$ cat config.mk
export PLATFORM = sky130hd
export DESIGN_NAME = light_threshold_lamp_alarm_core
export DESIGN_NICKNAME = d
export VERILOG_FILES = /design/src/hw/rtl/lta_pkg.sv /design/src/hw/rtl/lta_csr.sv /design/src/hw/rtl/lta_update.sv /design/src/hw/rtl/light_threshold_lamp_alarm_core.sv
export VERILOG_INCLUDE_DIRS = /design/src /design/src/hw/rtl
export SDC_FILE = /design/constraint.sdc
export NUM_CORES = 1
export LEC_CHECK = 0
export BUFFER_PORTS_ARGS = -buffer_cell sky130_fd_sc_hd__buf_2
export CORE_ASPECT_RATIO = 0.7
export CORE_MARGIN = 2
export CORE_UTILIZATION = 37
export DETAILED_ROUTE_END_ITERATION = 10
export GPL_TIMING_DRIVEN = 0
export PLACE_DENSITY_LB_ADDON = 0.08
export SYNTH_ARGS = -nofsm -noshare
export SYNTH_HDL_FRONTEND = slang
export SYNTH_SLANG_ARGS = --single-unit
export TNS_END_PERCENT = 1
$ cat constraint.sdc
create_clock -name clock -period 8.4 [get_ports clock]
set_input_delay 1.26 -clock clock [delete_from_list [all_inputs] [get_ports clock]]
set_output_delay 1.26 -clock clock [all_outputs]
set_load 0.005 [all_outputs]
$ cat src/hw/rtl/assert_macros.svh
// ----------------------------------------------------------------------------
// Assertion macros
// Shared concurrent assertion helpers, clocked on clock and disabled in reset.
// ----------------------------------------------------------------------------
`ifndef ASSERT_MACROS_SVH
`define ASSERT_MACROS_SVH

// Same-cycle implication.
`define CHK_IMPLY(label, ante, cons, msg) \
   label: assert property (@(posedge clock) disable iff (reset) (ante) |-> (cons)) \
      else $error(msg);

// Next-cycle implication.
`define CHK_NEXT(label, ante, cons, msg) \
   label: assert property (@(posedge clock) disable iff (reset) (ante) |=> (cons)) \
      else $error(msg);

`endif

$ cat src/hw/rtl/lta_pkg.sv
// ----------------------------------------------------------------------------
// lta_pkg
// Types and constants of the light threshold lamp and alarm controller.
// ----------------------------------------------------------------------------
package lta_pkg;

   localparam int SAMPLE_BITS = 12;
   localparam int COUNT_BITS  = 16;
   localparam int PERIOD_BITS = 16;
   localparam int DELTA_BITS  = 16;
   localparam int CSR_ADDR_BITS = 3;
   localparam int CSR_DATA_BITS = 32;

   localparam logic [COUNT_BITS-1:0]  COUNT_MAX     = {COUNT_BITS{1'b1}};
   localparam logic [SAMPLE_BITS-1:0] THRESH_MAX    = 12'd4095;
   localparam logic [SAMPLE_BITS-1:0] THRESH_RESET  = 12'd150;
   localparam logic [PERIOD_BITS-1:0] SAMPLE_PERIOD_RESET = 16'd100;
   localparam logic [PERIOD_BITS-1:0] BLINK_PERIOD_RESET  = 16'd250;

   typedef enum logic [2:0] {
      OP_TICK        = 3'd0,
      OP_MODE        = 3'd1,
      OP_LAMP        = 3'd2,
      OP_MANUAL      = 3'd3,
      OP_AUTO_ALARM  = 3'd4,
      OP_ADJUST      = 3'd5
   } op_type;

   typedef enum logic {
      REG_SAMPLE_PERIOD = 1'b0,
      REG_BLINK_PERIOD  = 1'b1
   } reg_index_type;

   typedef struct packed {
      logic [2:0]                    op;
      logic [SAMPLE_BITS-1:0]        adc_sample;
      logic signed [DELTA_BITS-1:0]  delta;
   } req_type;

   typedef struct packed {
      logic                   led_on;
      logic                   alarm_out;
      logic [SAMPLE_BITS-1:0] light_level;
      logic [SAMPLE_BITS-1:0] threshold_now;
      logic                   auto_mode_on;
      logic                   alarm_manual_on;
      logic                   alarm_auto_on;
      logic                   alarm_active;
   } rsp_type;

   typedef struct packed {
      logic [SAMPLE_BITS-1:0] level;
      logic [SAMPLE_BITS-1:0] threshold;
      logic                   auto_flag;
      logic                   lamp_flag;
      logic                   manual_alarm;
      logic                   auto_alarm;
      logic                   alarm_flag;
      logic                   blink_phase;
      logic [COUNT_BITS-1:0]  sample_count;
      logic [COUNT_BITS-1:0]  blink_count;
   } state_type;

   typedef struct packed {
      logic [PERIOD_BITS-1:0] sample_period;
      logic [PERIOD_BITS-1:0] blink_period;
   } cfg_type;

endpackage

$ cat src/hw/rtl/lta_csr.sv
// ----------------------------------------------------------------------------
// lta_csr
// Register file for the sample and blink periods behind an APB-style port.
// ----------------------------------------------------------------------------
module lta_csr (
   input  logic                                clock,
   input  logic                                reset,
   input  logic                                psel,
   input  logic                                penable,
   input  logic                                pwrite,
   input  logic [lta_pkg::CSR_ADDR_BITS-1:0]   paddr,
   input  logic [lta_pkg::CSR_DATA_BITS-1:0]   pwdata,
   output logic [lta_pkg::CSR_DATA_BITS-1:0]   prdata,
   output logic                                pready,
   output lta_pkg::cfg_type                    cfg
);
   import lta_pkg::*;

   cfg_type       cfg_ff;
   cfg_type       cfg_in;
   reg_index_type sel;
   logic          wr_en;

   // Registers sit on 32-bit word boundaries; the low address bits are ignored.
   assign sel    = reg_index_type'(paddr[2]);
   assign pready = 1'b1;
   assign wr_en  = psel && penable && pwrite && pready;

   always_comb begin
      cfg_in = cfg_ff;
      if (wr_en) begin
         unique case (sel)
            REG_SAMPLE_PERIOD: cfg_in.sample_period = pwdata[PERIOD_BITS-1:0];
            REG_BLINK_PERIOD:  cfg_in.blink_period  = pwdata[PERIOD_BITS-1:0];
            default: ;
         endcase
      end
   end

   always_comb begin
      unique case (sel)
         REG_SAMPLE_PERIOD:
            prdata = {{(CSR_DATA_BITS-PERIOD_BITS){1'b0}}, cfg_ff.sample_period};
         REG_BLINK_PERIOD:
            prdata = {{(CSR_DATA_BITS-PERIOD_BITS){1'b0}}, cfg_ff.blink_period};
         default:
            prdata = '0;
      endcase
   end

   always_ff @(posedge clock) begin
      if (reset) begin
         cfg_ff.sample_period <= SAMPLE_PERIOD_RESET;
         cfg_ff.blink_period  <= BLINK_PERIOD_RESET;
      end else begin
         cfg_ff <= cfg_in;
      end
   end

   assign cfg = cfg_ff;

endmodule

$ cat src/hw/rtl/lta_update.sv
// ----------------------------------------------------------------------------
// lta_update
// Next-state logic: applies one event to the controller state.
// ----------------------------------------------------------------------------
module lta_update (
   input  lta_pkg::state_type cur,
   input  lta_pkg::req_type   item,
   input  lta_pkg::cfg_type   cfg,
   output lta_pkg::state_type nxt
);
   import lta_pkg::*;

   logic [COUNT_BITS-1:0]  sc_inc;
   logic [COUNT_BITS-1:0]  bc_inc;
   logic                   sample_hit;
   logic                   blink_hit;
   logic [SAMPLE_BITS-1:0] tick_level;
   logic                   tick_lamp;
   logic                   tick_alarm;
   logic signed [SAMPLE_BITS+DELTA_BITS-11:0] thr_sum;
   logic [SAMPLE_BITS-1:0] thr_adj;

   // Elapsed counters saturate rather than wrap.
   assign sc_inc = (cur.sample_count == COUNT_MAX) ? cur.sample_count
                                                   : cur.sample_count + 1'b1;
   assign bc_inc = (cur.blink_count == COUNT_MAX) ? cur.blink_count
                                                  : cur.blink_count + 1'b1;
   assign sample_hit = sc_inc >= cfg.sample_period;
   assign blink_hit  = bc_inc >= cfg.blink_period;

   assign tick_level = sample_hit ? item.adc_sample : cur.level;
   assign tick_lamp  = (sample_hit && cur.auto_flag) ? (tick_level < cur.threshold)
                                                     : cur.lamp_flag;
   assign tick_alarm = cur.manual_alarm || (cur.auto_alarm && (tick_level > cur.threshold));

   // Threshold adjust in 18-bit signed arithmetic, then clamped to the 12-bit range.
   assign thr_sum = $signed({6'b0, cur.threshold})
                  + $signed({{2{item.delta[DELTA_BITS-1]}}, item.delta});

   always_comb begin
      if (thr_sum[SAMPLE_BITS+DELTA_BITS-11]) begin
         thr_adj = '0;
      end else if (thr_sum > $signed({6'b0, THRESH_MAX})) begin
         thr_adj = THRESH_MAX;
      end else begin
         thr_adj = thr_sum[SAMPLE_BITS-1:0];
      end
   end

   always_comb begin
      nxt = cur;
      case (item.op)
         OP_TICK: begin
            nxt.sample_count = sample_hit ? '0 : sc_inc;
            nxt.level        = tick_level;
            nxt.lamp_flag    = tick_lamp;
            nxt.alarm_flag   = tick_alarm;
            if (!tick_alarm) begin
               nxt.blink_phase = 1'b0;
               nxt.blink_count = bc_inc;
            end else if (blink_hit) begin
               nxt.blink_phase = ~cur.blink_phase;
               nxt.blink_count = '0;
            end else begin
               nxt.blink_count = bc_inc;
            end
         end
         OP_MODE: begin
            nxt.auto_flag = ~cur.auto_flag;
            if (!cur.auto_flag) begin
               nxt.lamp_flag = cur.level < cur.threshold;
            end
         end
         OP_LAMP: begin
            if (!cur.auto_flag) begin
               nxt.lamp_flag = ~cur.lamp_flag;
            end
         end
         OP_MANUAL: begin
            nxt.manual_alarm = ~cur.manual_alarm;
            // Switching the manual alarm off silences the output at once.
            if (cur.manual_alarm) begin
               nxt.blink_phase = 1'b0;
            end
         end
         OP_AUTO_ALARM: begin
            nxt.auto_alarm = ~cur.auto_alarm;
         end
         OP_ADJUST: begin
            nxt.threshold = thr_adj;
            if (cur.auto_flag) begin
               nxt.lamp_flag = cur.level < thr_adj;
            end
         end
         default: ;
      endcase
   end

endmodule

$ cat src/hw/rtl/light_threshold_lamp_alarm_core.sv
// ----------------------------------------------------------------------------
// light_threshold_lamp_alarm_core
// Lamp and alarm controller driven by tick and user events.
// ----------------------------------------------------------------------------
// Usage:
// Events enter on the req channel (req_valid, req_stall, req_data) and each
// produces exactly one status result on the rsp channel. A transfer happens
// at a rising edge where valid is high and stall is low.
// A transferred event lands in the input register; when it advances it is
// applied to the controller state and its result goes to the result register.
// The state update is a single pass of logic, so one event per cycle is
// sustained while the receiver does not stall; an event may follow in the
// very next cycle and sees the state left by its predecessor.
// When the receiver stalls, the result register holds; one more event is
// still taken into the input register, after which req_stall rises.
// The csr port holds the sample and blink periods (byte addresses 0 and 4),
// written by the user only while idle (not enforced); pready is always high.
// Synchronous reset restores the periods to 100 and 250 ticks, the threshold
// to 150, auto mode and auto alarm on, and empties both registers.
// ----------------------------------------------------------------------------
`include "assert_macros.svh"

module light_threshold_lamp_alarm_core (
   input  logic                                clock,
   input  logic                                reset,
   input  logic                                req_valid,
   output logic                                req_stall,
   input  lta_pkg::req_type                    req_data,
   output logic                                rsp_valid,
   input  logic                                rsp_stall,
   output lta_pkg::rsp_type                    rsp_data,
   input  logic                                csr_psel,
   input  logic                                csr_penable,
   input  logic                                csr_pwrite,
   input  logic [lta_pkg::CSR_ADDR_BITS-1:0]   csr_paddr,
   input  logic [lta_pkg::CSR_DATA_BITS-1:0]   csr_pwdata,
   output logic [lta_pkg::CSR_DATA_BITS-1:0]   csr_prdata,
   output logic                                csr_pready
);
   import lta_pkg::*;

   cfg_type   cfg;
   logic      in_valid_ff;
   logic      in_valid_in;
   req_type   in_data_ff;
   state_type state_ff;
   state_type state_in;
   logic      rsp_valid_ff;
   logic      rsp_valid_in;
   rsp_type   rsp_data_ff;
   rsp_type   rsp_data_in;
   logic      accept;
   logic      advance;

   lta_csr u_csr (
      .clock   (clock),
      .reset   (reset),
      .psel    (csr_psel),
      .penable (csr_penable),
      .pwrite  (csr_pwrite),
      .paddr   (csr_paddr),
      .pwdata  (csr_pwdata),
      .prdata  (csr_prdata),
      .pready  (csr_pready),
      .cfg     (cfg)
   );

   lta_update u_update (
      .cur  (state_ff),
      .item (in_data_ff),
      .cfg  (cfg),
      .nxt  (state_in)
   );

   // The held event moves on whenever the result register is free or draining.
   assign advance   = in_valid_ff && (!rsp_valid_ff || !rsp_stall);
   assign req_stall = in_valid_ff && !advance;
   assign accept    = req_valid && !req_stall;

   assign in_valid_in  = accept || (in_valid_ff && !advance);
   assign rsp_valid_in = advance || (rsp_valid_ff && rsp_stall);

   always_comb begin
      rsp_data_in.led_on          = state_in.lamp_flag;
      rsp_data_in.alarm_out       = state_in.blink_phase;
      rsp_data_in.light_level     = state_in.level;
      rsp_data_in.threshold_now   = state_in.threshold;
      rsp_data_in.auto_mode_on    = state_in.auto_flag;
      rsp_data_in.alarm_manual_on = state_in.manual_alarm;
      rsp_data_in.alarm_auto_on   = state_in.auto_alarm;
      rsp_data_in.alarm_active    = state_in.alarm_flag;
   end

   always_ff @(posedge clock) begin
      if (reset) begin
         in_valid_ff  <= 1'b0;
         rsp_valid_ff <= 1'b0;
      end else begin
         in_valid_ff  <= in_valid_in;
         rsp_valid_ff <= rsp_valid_in;
      end
   end

   always_ff @(posedge clock) begin
      if (accept) begin
         in_data_ff <= req_data;
      end
      if (advance) begin
         rsp_data_ff <= rsp_data_in;
      end
   end

   always_ff @(posedge clock) begin
      if (reset) begin
         state_ff.level        <= '0;
         state_ff.threshold    <= THRESH_RESET;
         state_ff.auto_flag    <= 1'b1;
         state_ff.lamp_flag    <= 1'b0;
         state_ff.manual_alarm <= 1'b0;
         state_ff.auto_alarm   <= 1'b1;
         state_ff.alarm_flag   <= 1'b0;
         state_ff.blink_phase  <= 1'b0;
         state_ff.sample_count <= '0;
         state_ff.blink_count  <= '0;
      end else if (advance) begin
         state_ff <= state_in;
      end
   end

   assign rsp_valid = rsp_valid_ff;
   assign rsp_data  = rsp_data_ff;

   `CHK_IMPLY(a_phase_needs_alarm, state_ff.blink_phase, state_ff.alarm_flag,
      "alarm output on while alarm is inactive")
   `CHK_IMPLY(a_stall_needs_item, req_stall, in_valid_ff && rsp_valid_ff && rsp_stall,
      "input stalled without a held event behind a stalled result")
   `CHK_NEXT(a_advance_fills_rsp, advance, rsp_valid_ff,
      "processed event did not reach the result register")

endmodule
==> results.yml <==
timing:
  fmax_ghz: 0.140
  fin_skew_ns: 0.00969
  rsz0062_at_grt: "no"
  hold_violations: 0
  period_minus_slack_ns: 7.16
  timing.final.crit_share: 0.852
  worstMarginPinSlew_ns: 1.08
  finalSetupViolCount: 0
  slew_viol_final: 0
  fin_tns_setup_ns: 0
  slew_headroom: 0.261
pwr:
  intPower_mw: 1.33
  ir_drop_mv: 0.123
  switchingPower_uw: 449
  p_comb_frac: 0.099
  seqPwrFrac: 0.466
  pwr-share-clk: 0.434
  powerDensity_nw_per_um2: 162
  switching_share: 0.253
  leakagePower_nw: 4.61
route:
  vias: 8156
  ant_nets: 0
  avgViaCountPerCell: 5.26
  dr.pass1.iters: 5
  wl_per_cell_um: 18.3
  drt_iter0_drc: 610
  drt-total-wl_mm: 28.4
  drc_errors: 0
place:
  gp_congestion: 0.886
  dp_hpwl_mm: 21.7
  port-buffer-count: 101
  dp.cells: 1519
synth:
  synth_area_leader_cell: "dfxtp_1"
  syn_avg_cell_area_um2: 8.73
  synth_common_cells: "nand2_1, dfxtp_1, a21oi_1, nor2_1, ha_1"
  netlist_top_cells_area: "dfxtp_1, edfxtp_1, ha_1, nand2_1, a21oi_1"
  synth.distinct_cells: 70
  synth_flop_cell: "dfxtp_1"
  synth-seq-cells: 157
  yosysWarnings: 0
  synth_most_common_cell: "nand2_1"
  synth_edf_count: 61
  yosysSeqAreaShare: 0.399
  async_flop_share: 0
  syn_inst: 1077
  synth_top_area_share: 0.204
  synth.cell_area_um2: 9400
floorplanning:
  die_x_um: 195
  die_area_um2: 26700
  core_um2: 24800
  initial_utilization: 0.379
  die_height_um: 137
  rows: 48
  io_pins: 138
worst_setup_path:
  worstPathMaxFanout: 10
  required_ns: 8.57
  endpoint_kind: "flip-flop"
  worstSetupStartpointType: "flip-flop"
  crit_type: "reg -> reg"
  crit_arrival_ns: 7.33
clocking:
  cts_resized: 0
  clock_latency_ns: 0.44
  cts_sinks: 157
  cts_buffers: 17
  clockBufferDepth: 2
  cts_tree: "yes"
  cts_hold_buffers: 0
  clk_pin_slew_ns: 0.06
  htree_levels: 4
  cts_setup_buffers: 0
  cts-root-buf: "clkbuf_16"
finish:
  stdcell_count: 1551
  diodes: 0
  drive_gt1_frac: 0.162
  syn2layout_area_growth_pct: 16.6
  final_nets: 1367
global_routing:
  grt_overflow_total: 0
  grt_max_degree: 36
  grt_usage: 0.213
  antenna_found_initial: 0
  grt_pass1_vias: 7252
  grt_pass1_wl_mm: 42.9
run_status:
  status: "finished clean"
job:
  drv_cap: 0
min_path:
  min_path_type: "reg -> reg"
final timing paths:
check                                                   to  cells after the start                        from  slack [ns]
worst min register to register  u_csr.cfg[28]$_SDFFE_PP0P_                      2  u_csr.cfg[28]$_SDFFE_PP0P_        0.46
worst max register to register      rsp_data[28]$_DFFE_PP_                     23   state_ff[20]$_SDFFE_PP0P_        1.24
worst min-delay path            u_csr.cfg[28]$_SDFFE_PP0P_                      2  u_csr.cfg[28]$_SDFFE_PP0P_        0.46
worst max-delay path                rsp_data[28]$_DFFE_PP_                     23   state_ff[20]$_SDFFE_PP0P_        1.24
cell type report:
cell class | instances | area, µm²
flip-flops and latches | 157 | 3750
well taps | 325 | 407
clock inverters | 10 | 115
inverters | 60 | 225
multi-input cells | 808 | 5130
fillers | 2520 | 13800
plain buffers | 67 | 354
repair buffers | 102 | 526
clock buffers | 22 | 454
worst max-delay path: stages, from the launching register on:
cell and delay, ns:
dfxtp_1 0.30, buf_2 0.19, and4_1 0.24, and4_1 0.26
nand3_1 0.20, o21ai_1 0.52, nor2_1 0.16, xor2_1 0.19
ha_1 0.28, o21ai_0 0.07, a2111oi_0 0.96, a21bo_1 0.20
buf_2 0.21, buf_2 0.31, mux2_2 0.43, ha_1 0.30
and4_1 0.22, nand2_1 0.14, a21oi_1 0.12, a2111oi_0 0.55
o21bai_1 0.38, nand2_1 0.26, buf_2 0.27, o22ai_1 0.13
placed cells by master, fill, tap and decap left out, drive strengths merged, types with 10 or more instances in the layout:
master | netlist | final
a211o | 10 | 10
a21o | 20 | 20
a21oi | 88 | 88
a22oi | 11 | 11
a31oi | 11 | 11
and3 | 10 | 10
buf | 33 | 135
clkbuf | 34 | 56
conb | 2 | 17
dfxtp | 96 | 96
edfxtp | 61 | 61
ha | 80 | 80
inv | 60 | 61
mux2 | 25 | 25
nand2 | 148 | 148
nand3 | 32 | 32
nand4 | 16 | 16
nor2 | 88 | 88
nor2b | 12 | 12
nor3 | 22 | 22
o21ai | 74 | 74
or3 | 11 | 11
xnor2 | 27 | 27
through the flow:
stage                     total power, mW   util  setup slack (ns)  hold WS, ns  area (µm²)
after detailed placement             1.02  0.419              1.54        0.446       10400
after global routing                 1.85  0.442             0.848        0.469       11000
final                                1.78  0.442              1.24        0.456       11000
after global placement               1.02  0.418              1.57        0.439       10400
after CTS                            1.79  0.442              1.50        0.455       11000
after floorplan                     0.949      -              2.97        0.434        9460
state kept, by name, indices dropped and copies added, names as in the netlist:
signal / flops
rsp_valid: 1
in_valid_ff: 1
u_csr.cfg: 32
rsp_data: 30
state_ff: 62
in_data_ff: 31
kinds of logic after synthesis:
family          synth area share
simple gates               0.187
buf+inv                   0.0616
flops                      0.399
mux                       0.0353
fa+ha+maj                  0.109
xor+xnor                  0.0326
compound gates             0.175
other cells             0.000799
layer usage:
metal  wire [µm]  vias to the layer above  track usage
li1            -                     4092            -
met3        1800                       11       0.0453
met4         157                        0       0.0436
met2       10200                      248        0.260
met5           0                        -            0
met1       16200                     3805        0.359
power groups by stage:
stage	Combinational, mW	Clock (mW)	Sequential [mW]
after CTS	0.175	0.787	0.828
after global routing	0.195	0.821	0.831
after global placement	0.172	0	0.846
after detailed placement	0.174	0	0.845
final	0.177	0.772	0.828
after floorplan	0.108	0	0.841
No activity file was read; power rests on OpenSTA's default activity.
